--- config.mk ---
export PLATFORM = sky130hd
export DESIGN_NAME = drds_cell
export DESIGN_NICKNAME = d
export VERILOG_FILES = /design/src/hw/rtl/drds_pkg.sv /design/src/hw/rtl/drds_cell.sv
export SDC_FILE = /design/constraint.sdc
export NUM_CORES = 1
export LEC_CHECK = 0
export ABC_CLOCK_PERIOD_IN_PS = 9700
export BUFFER_PORTS_ARGS = -buffer_cell sky130_fd_sc_hd__buf_2
export CAP_MARGIN = 20
export CORE_MARGIN = 2
export CORE_UTILIZATION = 49
export CTS_BUF_LIST = sky130_fd_sc_hd__clkbuf_8
export CTS_CLUSTER_DIAMETER = 80
export DETAILED_ROUTE_END_ITERATION = 7
export PLACE_DENSITY = 0.94
export RECOVER_POWER = 25
export SLEW_MARGIN = 20
export SYNTH_ARGS = -nofsm -noshare
export SYNTH_HDL_FRONTEND = slang
export SYNTH_SLANG_ARGS = --single-unit
--- constraint.sdc ---
create_clock -name aclk -period 9.7 [get_ports aclk]
set_input_delay 1.455 -clock aclk [delete_from_list [all_inputs] [get_ports aclk]]
set_output_delay 1.455 -clock aclk [all_outputs]
set_load 0.01 [all_outputs]
--- src/hw/rtl/drds_pkg.sv ---
// Shared types and constants for the dense-rank descending sorter.
package drds_pkg;

    localparam int MAX_ROWS_DEF   = 64;
    localparam int SCORE_BITS_DEF = 32;
    localparam int ROW_IDX_W      = 6;
    localparam int RANK_W         = 7;

    typedef enum logic {
        ST_LOAD,
        ST_EMIT
    } drds_state_t;

    // Broadcast command to every cell of the chain.
    typedef struct packed {
        logic insert;   // place the arriving row
        logic shift;    // move every row one cell toward the head
    } drds_ctrl_t;

endpackage

--- src/hw/rtl/drds_cell.sv ---
// One cell of the insertion chain: holds one row, compares, takes from a neighbor.
module drds_cell #(
    parameter int SCORE_BITS = drds_pkg::SCORE_BITS_DEF
) (
    input  logic                           aclk,
    input  drds_pkg::drds_ctrl_t           ctrl,
    input  logic                           occupied,
    input  logic [SCORE_BITS-1:0]          new_score,
    input  logic                           new_present,
    input  logic [drds_pkg::ROW_IDX_W-1:0] new_index,
    input  logic                           left_ins,
    input  logic [SCORE_BITS-1:0]          left_score,
    input  logic                           left_present,
    input  logic [drds_pkg::ROW_IDX_W-1:0] left_index,
    input  logic [SCORE_BITS-1:0]          right_score,
    input  logic                           right_present,
    input  logic [drds_pkg::ROW_IDX_W-1:0] right_index,
    output logic                           cell_ins,
    output logic [SCORE_BITS-1:0]          score,
    output logic                           present,
    output logic [drds_pkg::ROW_IDX_W-1:0] index
);

    logic [SCORE_BITS-1:0]          score_reg, score_next;
    logic                           present_reg, present_next;
    logic [drds_pkg::ROW_IDX_W-1:0] index_reg, index_next;

    // New row goes ahead of this one: the cell is empty, strictly greater present
    // score, or present against missing. Ties stay behind (arrival order).
    assign cell_ins = !occupied
                      || (new_present
                          && (!present_reg
                              || ($signed(new_score) > $signed(score_reg))));

    always_comb begin
        score_next   = score_reg;
        present_next = present_reg;
        index_next   = index_reg;
        if (ctrl.shift) begin
            score_next   = right_score;
            present_next = right_present;
            index_next   = right_index;
        end else if (ctrl.insert && cell_ins) begin
            if (left_ins) begin
                score_next   = left_score;
                present_next = left_present;
                index_next   = left_index;
            end else begin
                score_next   = new_score;
                present_next = new_present;
                index_next   = new_index;
            end
        end
    end

    always_ff @(posedge aclk) begin
        score_reg   <= score_next;
        present_reg <= present_next;
        index_reg   <= index_next;
    end

    assign score   = score_reg;
    assign present = present_reg;
    assign index   = index_reg;

endmodule

* After elaboration in Yosys (flattened, before gate mapping)
Cells that the tools add are included.
** Cells by class
- Add/subtract/negate cells :: 0
- Multiply operators :: 0
- Divide/modulo/power cells :: 0
- Magnitude comparators :: 1
- Eq/ne operators :: 0
- Shift operators :: 0
- Mux-type cells :: 9
- Bitwise gates (word level) :: 0
- Reductions and logical operators :: 7
** Operators by type and width (number)
- $mux 32 :: 3
- $gt 32x32->1 :: 1
- $mux 6 :: 3
- $mux 1 :: 3
- $logic_and 1x1->1 :: 2
- $logic_not 1->1 :: 2
- $logic_or 1x1->1 :: 2
- $reduce_bool 2->1 :: 1
** Word-level totals
- Bits in registers :: 39
- Latch bits :: 0
- Bits in writable memories :: 0
- ROM bits :: 0
- Input port bits :: 122
- Word-level logic and storage cells :: 20
- Memories :: 0

* Logic depth before layout (Yosys ltp)
Gate-level depths: netlist of run 1.
- Word-level depth :: 7
- Gate-level depth with buffers :: 9

* Worst setup path after synthesis of run 1
Ideal clock, no wire load.
- Path kind :: input to register
- Start :: input new_score[30]
- End :: register index_reg (netlist bit index[0]), enable pin
- Arrival :: 4.918 ns
- Required time :: 9.243 ns
- Setup slack :: 4.324 ns
- Stages on the path :: 8
- Path through :: ha_1 > and4_1 > nand4_2 > nor4_4 > nor3b_2 > a211oi_2 > mux2i_1 > a41oi_1
** Between the ends
- Cells in the longest elaborated chain, start to end :: 6
** RTL lines
- start, declared :: line drds_cell.sv:8 : input logic [SCORE_BITS-1:0] new_score,
- $gt 32x32->1 :: line drds_cell.sv:33 : || ($signed(new_score) > $signed(score_reg))));
- $logic_or 1x1->1 :: line drds_cell.sv:33
- $logic_and 1x1->1 :: line drds_cell.sv:32 : && (!present_reg
- $logic_or 1x1->1 :: line drds_cell.sv:31 : || (new_present
- $logic_and 1x1->1 :: line drds_cell.sv:43 : end else if (ctrl.insert && cell_ins) begin
- $reduce_bool 2->1 (no line)
- end signal, assigned :: line drds_cell.sv:59 : index_reg <= index_next;
- end, declared :: line drds_cell.sv:26 : logic [drds_pkg::ROW_IDX_W-1:0] index_reg, index_next;
No other way between the ends.
A chain may end at the register's enable or synchronous reset.

* Worst setup path in the final report of run 1
- Start :: input new_score[25]
- End :: output cell_ins
** Between the ends
- Cells in the longest elaborated chain, start to end :: 4
** RTL lines
- $gt 32x32->1 :: line drds_cell.sv:33
- $logic_or 1x1->1 :: line drds_cell.sv:33
- $logic_and 1x1->1 :: line drds_cell.sv:32
- $logic_or 1x1->1 :: line drds_cell.sv:31
- end, declared :: line drds_cell.sv:18 : output logic cell_ins,
No other way between the ends.

==> results of run 1 <==
## layout by cell type (no fill, tap or decap)
cell / count
nand2_1: 48
o21ai_0: 44
a31oi_1: 2
a211oi_2: 1
nand3_1: 2
nand4_2: 1
clkbuf_8: 5
buf_2: 131
nor2_1: 3
inv_1: 37
clkbuf_1: 29
and2_1: 1
ha_1: 32
nand4_1: 2
nor4_4: 1
a41oi_4: 1
nor3b_2: 1
a21o_1: 3
nor2b_1: 1
a221oi_1: 1
a21oi_1: 12
a211oi_1: 1
o21ai_1: 1
buf_4: 2
a221o_1: 2
and4_1: 3
mux2i_1: 40
edfxtp_1: 39
## final timing paths
check	start	to	slack, ns	cells after the start
worst min register to register	present	index[0]	1.09	1
worst min-delay path	present	index[0]	1.09	1
worst max register to register	score[30]	score[4]	6.21	10
worst max-delay path	new_score[25]	cell_ins	4.68	10
## cell families (layout without fill, tap and decap cells)
family                     after synthesis  in the layout
AOI/OAI and AO/OA                       68             68
adders and majority gates               32             32
buffers and inverters                   50            204
DFF                                     39             39
muxes                                   40             40
and+or+nand+nor                         63             63
## per-layer routing
metal	wire length (um)	GRT usage (%)	vias to the layer above	share of wire [%]
li1	-	-	1344	-
met1	2830	25.0	1218	39
met2	3880	42.3	105	54
met3	428	4.72	10	5.9
met4	82	6.27	0	1.1
met5	0	0	-	0
## critical path, stage by stage
cell and delay [ns]:
buf_2 0.11, ha_1 0.31, a21o_1 0.18, a221o_1 0.31, a211oi_1 0.24, o21ai_1 0.11
a211oi_2 0.19, mux2i_1 0.38, a31oi_1 0.13, buf_2 0.15
## area by class of cell
type / count / area share [%]
clock buffers: 5 / 1.84
repair buffers: 162 / 20.8
clock inverters: 1 / 0.100
flip-flops and latches: 39 / 31.3
inverters: 36 / 3.61
multi-input cells: 203 / 40.0
well taps: 72 / 2.41
## synth_stat cells (3+ instances only)
library cell / number / area [um2]
nand2_1: 48 / 180
o21ai_0: 44 / 220
mux2i_1: 40 / 400
edfxtp_1: 39 / 1170
inv_1: 36 / 135
ha_1: 32 / 400
a21oi_1: 12 / 60.1
clkbuf_1: 11 / 41.3
a21o_1: 3 / 22.5
and4_1: 3 / 26.3
nor2_1: 3 / 11.3
## power groups by stage
stage	sequential (mW)	clock, mW	combinational (mW)
floorplan	0.233	0	0.0711
global placement	0.222	0	0.141
detailed placement	0.223	0	0.148
CTS	0.219	0.103	0.149
global route	0.222	0.110	0.164
finish	0.220	0.0998	0.145
==> summary.md, run 1 <==
| Metric | Value |
|---|---|
| TritonCTS clock tree | built |
| CTS Sinks | 39 |
| Total power draw | 0.465 mW |
| Starting DRT DRC Count | 131 |
| Syn_area_per_cell | 9.72 um2 |
| Outcome | complete, but fails checks |
| HPWL after detailed placement | 5740 um |
| Initial Util | 51.2% |
| Die Area | 6420 um2 |
| DR vias | 2677 |
| Cell Area, Synth | 2840 um2 |
| Clock slew at reported path FFs | 0.07 ns |
| Clock power frac | 21.5% |
| Number of synthesized register bits | 39 |
| Combinational power share | 31.2% |
| Max Slew Vio Count | 40 |
| Area delta synth->final | 31.9% |
| Finished Cell Area | 3740 um2 |
| Max Cap Viol | 1 |
| Critical path startpoint category | primary input |
| Fill cells | 467 |
| Compound-Gate Fraction of Synth Area | 13.3% |
| Final Non-Filler Cells | 518 |
| CTS root buf | clkbuf_8 |
| First-pass GRT wire length | 11200 um |
| Failing checks | capacitance limit, slew limit |
| Max reg flops | 32 |
| Hold Fails Final Rpt | 0 |
| CP Class | primary input to output port |
| Synthesized instance count | 292 |
| XOR/XNOR Fraction of Synth Area | 0% |
| Final core utilization | 67.6% |
| Combinational family with the most area after synthesis | adder cells |
| Register area | 1170 um2 |
| Nets@finish | 601 |
| Sequential power share | 47.3% |
| Clk buf depth | 2 |
| Skew final | 0.00311 ns |
| Skew-Pair Late Insertion Delay | 0.28 ns |
| # diodes | 0 |
| Grt total ovfl | 0 |
| H-tree depth | 2 |
| Crit path max fanout | 2 |
| Worst EP arrival | 3.56 ns |
| Critical Path RT | 8.25 ns |
| Routed WL | 7230 um |
| WHS | 1.09 ns |
| Die H | 80.1 um |
| Max_slew headroom | -85.8% |
| Placed cell count | 512 |
| Pleak | 1.93 nW |
| Via density | 5.17 |
| Vias in the first global route | 2617 |
| Syn. warnings | 0 |
| Fmax | 199 MHz |
| I/O Buffers | 161 |
| Post_cts resized | 0 |
| Post-placement worst setup slack | 4.65 ns |
| Pin slew with the least headroom to its limit | 2.79 ns |
| Mux contribution to synthesized area | 14.1% |
| Post-Synth Adder-Cell Area | 14.1% |
| DRC | 0 |
| Min Tclk post-route | 5.02 ns |
| CTS Hold Bufs | 0 |
| Post-synth EDFFs | 39 |
| Core area | 5540 um2 |
| Post-Synthesis Net Count | 446 |
| Antenna viol nets, final | 0 |
| Register area share after synthesis | 41.3% |
| Initial DRT Pass Iterations | 4 |
| Total CTS buffers | 5 |
| Crit. End Element | output port |
| Num ports | 162 |
| DR WL/cell | 14.0 um |
| Internal power | 0.322 mW |
| RSZ-0062 raised after global routing | no |
| Gp weighted congestion | 0.815 |
| Tot GR Track Use | 22.4% |
| Power Density | 124 nW/um2 |
| Net Sw Frac | 30.7% |
| Row Count | 27 |
| Post-Synth Simple-Gate Area | 10.5% |
| Synth async-reset ratio | 0% |
| Endpoints failing setup | 0 |
| Fin Setup TNS | 0 ns |
| Maximum vdd drop | 0.0765 mV |
| Die W | 80.1 um |
| Largest net degree at the start of global routing | 82 |
| Area after DPL | 3710 um2 |
| Final worst path period share | 51.7% |
| Multi-input logic area | 1500 um2 |
| Prevailing post-synth register cell | edfxtp_1 |
| Ratio of cells with drive above 1 in the final layout | 32.1% |
| Initial antenna violation count | 0 |
| Final setup margin | 4.68 ns |
| Hold/Removal Path Class | flip-flop to flip-flop |
| Post-CTS setup buffer count | 0 |
| Synth unique cells | 27 |
| Switching pwr | 0.143 mW |
No activity file was read; power rests on OpenSTA's default activity.
==> run 2: changes to the inputs <==
- ABC_AREA: default -> 1
- ABC_CLOCK_PERIOD_IN_PS: 9700 -> 4700
- CORE_UTILIZATION: 49 -> 46
- PLACE_DENSITY: 0.94 -> 0.89
- clock period: 9.7 -> 4.7 ns (I/O delays scaled with it)
==> summary.md, run 2 <==
| Metric | Value |
|---|---|
| Outcome | finished clean |
| Initial DRT Pass Iterations | 6 |
| Maximum vdd drop | 0.168 mV |
| Max reg flops | 32 |
| Area after DPL | 3690 um2 |
| Initial Util | 47.8% |
| Placed cell count | 586 |
| Syn. warnings | 0 |
| Die W | 82.5 um |
| Skew-Pair Late Insertion Delay | 0.29 ns |
| Max_slew headroom | 36.8% |
| Clock slew at reported path FFs | 0.08 ns |
| Pin slew with the least headroom to its limit | 0.944 ns |
| CP peak stage delay | 0.69 ns |
| Crit path max fanout | 39 |
| TritonCTS clock tree | built |
| CP Class | primary input to flip-flop |
| Post-CTS setup buffer count | 0 |
| Prevailing post-synth register cell | edfxtp_1 |
| Commonest non-fill, non-tap cell in the layout | buf_2 |
| RSZ-0062 raised after global routing | no |
| Finished Cell Area | 3780 um2 |
| Synth async-reset ratio | 0% |
| Vias in the first global route | 2910 |
| Critical Path RT | 4.62 ns |
| WHS | 0.731 ns |
| Hold/Removal Path Class | primary input to flip-flop |
| Min Tclk post-route | 2.92 ns |
| Final core utilization | 63.9% |
| CTS Hold Bufs | 0 |
| Grt total ovfl | 0 |
| Register area share after synthesis | 41.3% |
| Pleak | 1.95 nW |
| Max Cap Viol | 0 |
| I/O Buffers | 161 |
| Top-count cell post-synth | a21oi_1 |
| Die Area | 6800 um2 |
| Max Slew Vio Count | 0 |
| Power Density | 279 nW/um2 |
| Starting DRT DRC Count | 102 |
| Core area | 5920 um2 |
| Worst path top cell family by delay | simple AND/OR/NAND/NOR gates |
| Post-placement worst setup slack | 1.48 ns |
| Critical path startpoint category | primary input |
| Final worst path period share | 62.2% |
| Gp weighted congestion | 0.843 |
| Hold path cells | 3 |
| CP max-delay cell | nand2_2 |
| Synth area leaders | edfxtp_1 (41%), a21oi_1 (16%), ha_1 (14%) |
| Largest net degree at the start of global routing | 41 |
| Routed WL | 8280 um |
| Initial antenna violation count | 0 |
| Row Count | 28 |
| Fmax | 342 MHz |
| Die H | 82.5 um |
| First-pass GRT wire length | 12400 um |
| Area delta synth->final | 33.5% |
| DR WL/cell | 13.9 um |
| Nets@finish | 672 |
| Antenna viol nets, final | 0 |
| Post_cts resized | 0 |
| Post-Synthesis Net Count | 518 |
| Hold Fails Final Rpt | 0 |
| Buf/Inv on CP | 1 |
| CTS root buf | clkbuf_8 |
| Crit. End Element | flip-flop |
| Endpoints failing setup | 0 |
| Ratio of cells with drive above 1 in the final layout | 28.7% |
| DR vias | 3084 |
| Cell Area, Synth | 2830 um2 |
| Total CTS buffers | 5 |
| Top cells by count, synth | a21oi_1 (91), nand2_1 (81), nor2_1 (47) |
| Clk buf depth | 2 |
| HPWL after detailed placement | 6120 um |
| Final setup margin | 1.78 ns |
| Crit-path cells | buf_2 > ha_1 > nand2_1 > nand2_1 > nand3_1 > nand2_1 > a21oi_1 > nand2_1 > nand2_1 > nand2_1 > nand2_1 > nand3_1 > nand2_1 > nand2_1 > nand2_2 > nand2_1 > nand2_2 |
| Tot GR Track Use | 24.0% |
| DRC | 0 |
| Most frequent cells in the layout | buf_2 (132), a21oi_1 (91), nand2_1 (80), nor2_1 (47), inv_1 (42) |
| Total power draw | 1.06 mW |
| Num ports | 162 |
| Via density | 5.19 |
| Dominant cell type by area after synthesis | edfxtp_1 |
| Worst EP arrival | 2.84 ns |
| # diodes | 0 |
| Final Non-Filler Cells | 594 |
| Number of synthesized register bits | 39 |
| Post-synth EDFFs | 39 |
| Most frequent CP cell | nand2_1 |
| Synth unique cells | 20 |
| Syn_area_per_cell | 7.78 um2 |
| Fin Setup TNS | 0 ns |
| Skew final | 0.00723 ns |
| Synth top area share | 41.3% |
| Reg2Reg Depth | 15 |
| Critical Path Stages | 17 |
| H-tree depth | 2 |
| CTS Sinks | 39 |
| Synthesized instance count | 364 |
[run 2: layout make-up]
type,instances,area [um2]
inverter,43,161
timing repair buffer,163,785
tap,75,93.8
fill,525,2140
sequential,39,1170
clock inverter,3,63.8
clock buffer,5,68.8
multi-input combinational,266,1440
[run 2: cell families after synthesis]
| kind of cell | count (synthesis) | synth area share (%) |
|---|---|---|
| AOI/OAI and AO/OA | 97 | 17.5 |
| DFF | 39 | 41.3 |
| adders and majority gates | 32 | 14.1 |
| and+or+nand+nor | 137 | 19.0 |
| buffers and inverters | 59 | 7.95 |
[run 2: layer usage]
metal | GRT usage [%] | vias to the layer above | part of all wire [%]
li1 | - | 1522 | -
met1 | 26.1 | 1390 | 39
met2 | 44.9 | 154 | 51
met3 | 4.89 | 18 | 7.9
met4 | 9.83 | 0 | 2.3
met5 | 0 | - | 0
[run 2: tightest hold or removal path, stage by stage]
cell,delay [ns]
buf_2,0.08
nor2_1,0.04
a21oi_1,0.10
[run 2: worst paths after layout]
| kind | startpoint | end | slack, ns |
|---|---|---|---|
| setup / recovery | new_score[9] | score[27] | 1.78 |
| hold / removal | right_score[12] | score[12] | 0.73 |
| setup reg to reg | score[11] | score[27] | 1.89 |
| hold reg to reg | present | index[4] | 1.50 |
[run 2: power by group]
group / internal, mW / switching (mW) / total, mW
Combinational: 0.117 / 0.165 / 0.281
Clock: 0.210 / 0.123 / 0.333
Sequential: 0.426 / 0.0154 / 0.442
Total: 0.753 / 0.303 / 1.06
==> run 3: changes to the inputs <==
- ABC_AREA: 1 -> 0
- ABC_CLOCK_PERIOD_IN_PS: 4700 -> 3000
- clock period: 4.7 -> 3 ns (I/O delays scaled with it)
==> summary.md, run 3 (same netlist as run 1, synthesis figures left out) <==
| Metric | Value |
|---|---|
| Outcome | complete, but fails checks |
| Failing checks | capacitance limit, slew limit, setup timing |
| Area delta synth->final | 39.2% |
| Max reg flops | 32 |
| Buf/Inv on CP | 2 |
| Final Non-Filler Cells | 532 |
| CP Class | flip-flop to output port |
| Total power draw | 1.58 mW |
| Hold/Removal Path Class | primary input to flip-flop |
| Register-to-register path setup slack | 0.11 ns |
| Min Tclk post-route | 3.05 ns |
| WHS | 0.434 ns |
| Num ports | 162 |
| Skew final | 0.00851 ns |
| Nets@finish | 610 |
| Vias in the first global route | 2739 |
| Reg-to-reg startpoint | score[31] |
| Max Slew Vio Count | 43 |
| Crit path max fanout | 2 |
| DR vias | 2751 |
| Total CTS buffers | 5 |
| Max_slew headroom | -0.261% |
| Ratio of cells with drive above 1 in the final layout | 38.9% |
| Largest net degree at the start of global routing | 44 |
| Final worst path period share | 102% |
| Via density | 5.17 |
| Power Density | 400 nW/um2 |
| Reg2Reg Depth | 12 |
| Grt total ovfl | 0 |
| CTS root buf | clkbuf_8 |
| Critical Path RT | 2.55 ns |
| Endpoints failing setup | 1 |
| Hold Fails Final Rpt | 0 |
| HPWL after detailed placement | 6260 um |
| Clock slew at reported path FFs | 0.08 ns |
| I/O Buffers | 161 |
| Fmax | 328 MHz |
| CP peak stage delay | 0.41 ns |
| Initial antenna violation count | 0 |
| TritonCTS clock tree | built |
| Tot GR Track Use | 22.8% |
| Hold wc startpoint | right_score[7] |
| Die W | 82.6 um |
| Die H | 82.6 um |
| Commonest non-fill, non-tap cell in the layout | buf_2 |
| Starting DRT DRC Count | 59 |
| Max Cap Viol | 1 |
| WHS Endpoint | score[7] |
| CTS Sinks | 39 |
| Maximum vdd drop | 0.217 mV |
| DR WL/cell | 14.7 um |
| Antenna viol nets, final | 0 |
| Worst r2r dst | score[19] |
| Fin Setup TNS | -0.0520 ns |
| Worst path top cell family by delay | compound AO/OA/AOI/OAI gates |
| Grt met2 use | 44.1% |
| Hold path cells | 3 |
| Clk buf depth | 2 |
| Critical path startpoint category | flip-flop |
| Placed cell count | 521 |
| Pin slew with the least headroom to its limit | 1.50 ns |
| Crit-path cells | inv_1 > ha_1 > and4_1 > nand2_1 > nor2_1 > a221o_1 > a211oi_2 > mux2i_2 > a31oi_1 > buf_2 |
| Row Count | 28 |
| Die Area | 6820 um2 |
| Met3 usage | 4.67% |
| Routed WL | 7850 um |
| CP max-delay cell | edfxtp_1 |
| Global routing usage on met1 | 23.9% |
| Crit path from | score[11] |
| Initial Util | 47.7% |
| Skew-Pair Late Insertion Delay | 0.29 ns |
| DRC | 0 |
| RSZ-0062 raised after global routing | yes |
| Core area | 5960 um2 |
| H-tree depth | 2 |
| Worst EP arrival | 2.60 ns |
| First-pass GRT wire length | 11800 um |
| Crit. End Element | output port |
| Gp weighted congestion | 0.814 |
| Final setup margin | -0.0520 ns |
| Initial DRT Pass Iterations | 4 |
| Most frequent cells in the layout | buf_2 (149), nand2_1 (48), o21ai_0 (43), mux2i_1 (39), edfxtp_1 (39) |
| GRT busiest layer | met2 |
| Pleak | 2.04 nW |
| # diodes | 0 |
[run 3: changes by cell type in the layout (fill, tap and decap cells not counted), moves of 6 or more]
cell,previous run,this run
a21oi_1,91,12
inv_1,42,36
nand2_1,80,48
mux2i_1,0,39
o21ai_0,2,43
nor2_1,47,3
clkbuf_1,29,12
buf_2,132,149
[run 3: cell type report]
type	count	area (um2)
Fill cell	485	2000
Multi-Input combinational cell	203	1570
Sequential cell	39	1170
Timing Repair Buffer	171	903
Inverter	36	135
Tap cell	75	93.8
Clock buffer	5	68.8
Clock inverter	3	11.3
[run 3: power breakdown]
part / switching (mW) / internal [mW]
sequential: 0.0303 / 0.681
combinational: 0.288 / 0.251
clock: 0.176 / 0.155
total: 0.493 / 1.09
[run 3: how the worst max path moves through the flow]
stage	endpoint	slack, ns	cells past startpoint
3_5_place_dp	score[7]	0.01	11
5_1_grt	cell_ins	-0.15	10
2_1_floorplan	index[0]	0.001	8
6_report	cell_ins	-0.05	10
4_1_cts	cell_ins	-0.009	10
3_3_place_gp	score[7]	-0.007	11
[run 3: worst min-delay path: stages]
cell     delay (ns)
buf_2          0.08
nand2_1        0.04
o21ai_0        0.06
[run 3: through the flow]
stage               worst slack [ns]  area (um2)  util, %
global placement            -0.00726        3790     63.7
CTS                         -0.00851        3910     65.6
detailed placement            0.0112        3790     63.7
global route                  -0.152        3950     66.4
floorplan                    0.00149        2860        -
finish                       -0.0520        3950     66.4
[run 3: what timing repair did]
| item | 4_1_cts | 5_1_grt |
|---|---|---|
| pin swaps | 5 | 4 |
| resized for setup | 4 | 8 |
| setup endpoints to repair | 1 | 1 |
| setup buffers | 0 | 3 |
| hold buffers | 0 | 0 |
[run 3: routing by layer]
metal | vias to the layer above | part of all wire [%]
met1 | 1264 | 40
met3 | 17 | 5.6
met5 | - | 0
li1 | 1367 | -
met2 | 103 | 52
met4 | 0 | 2.0
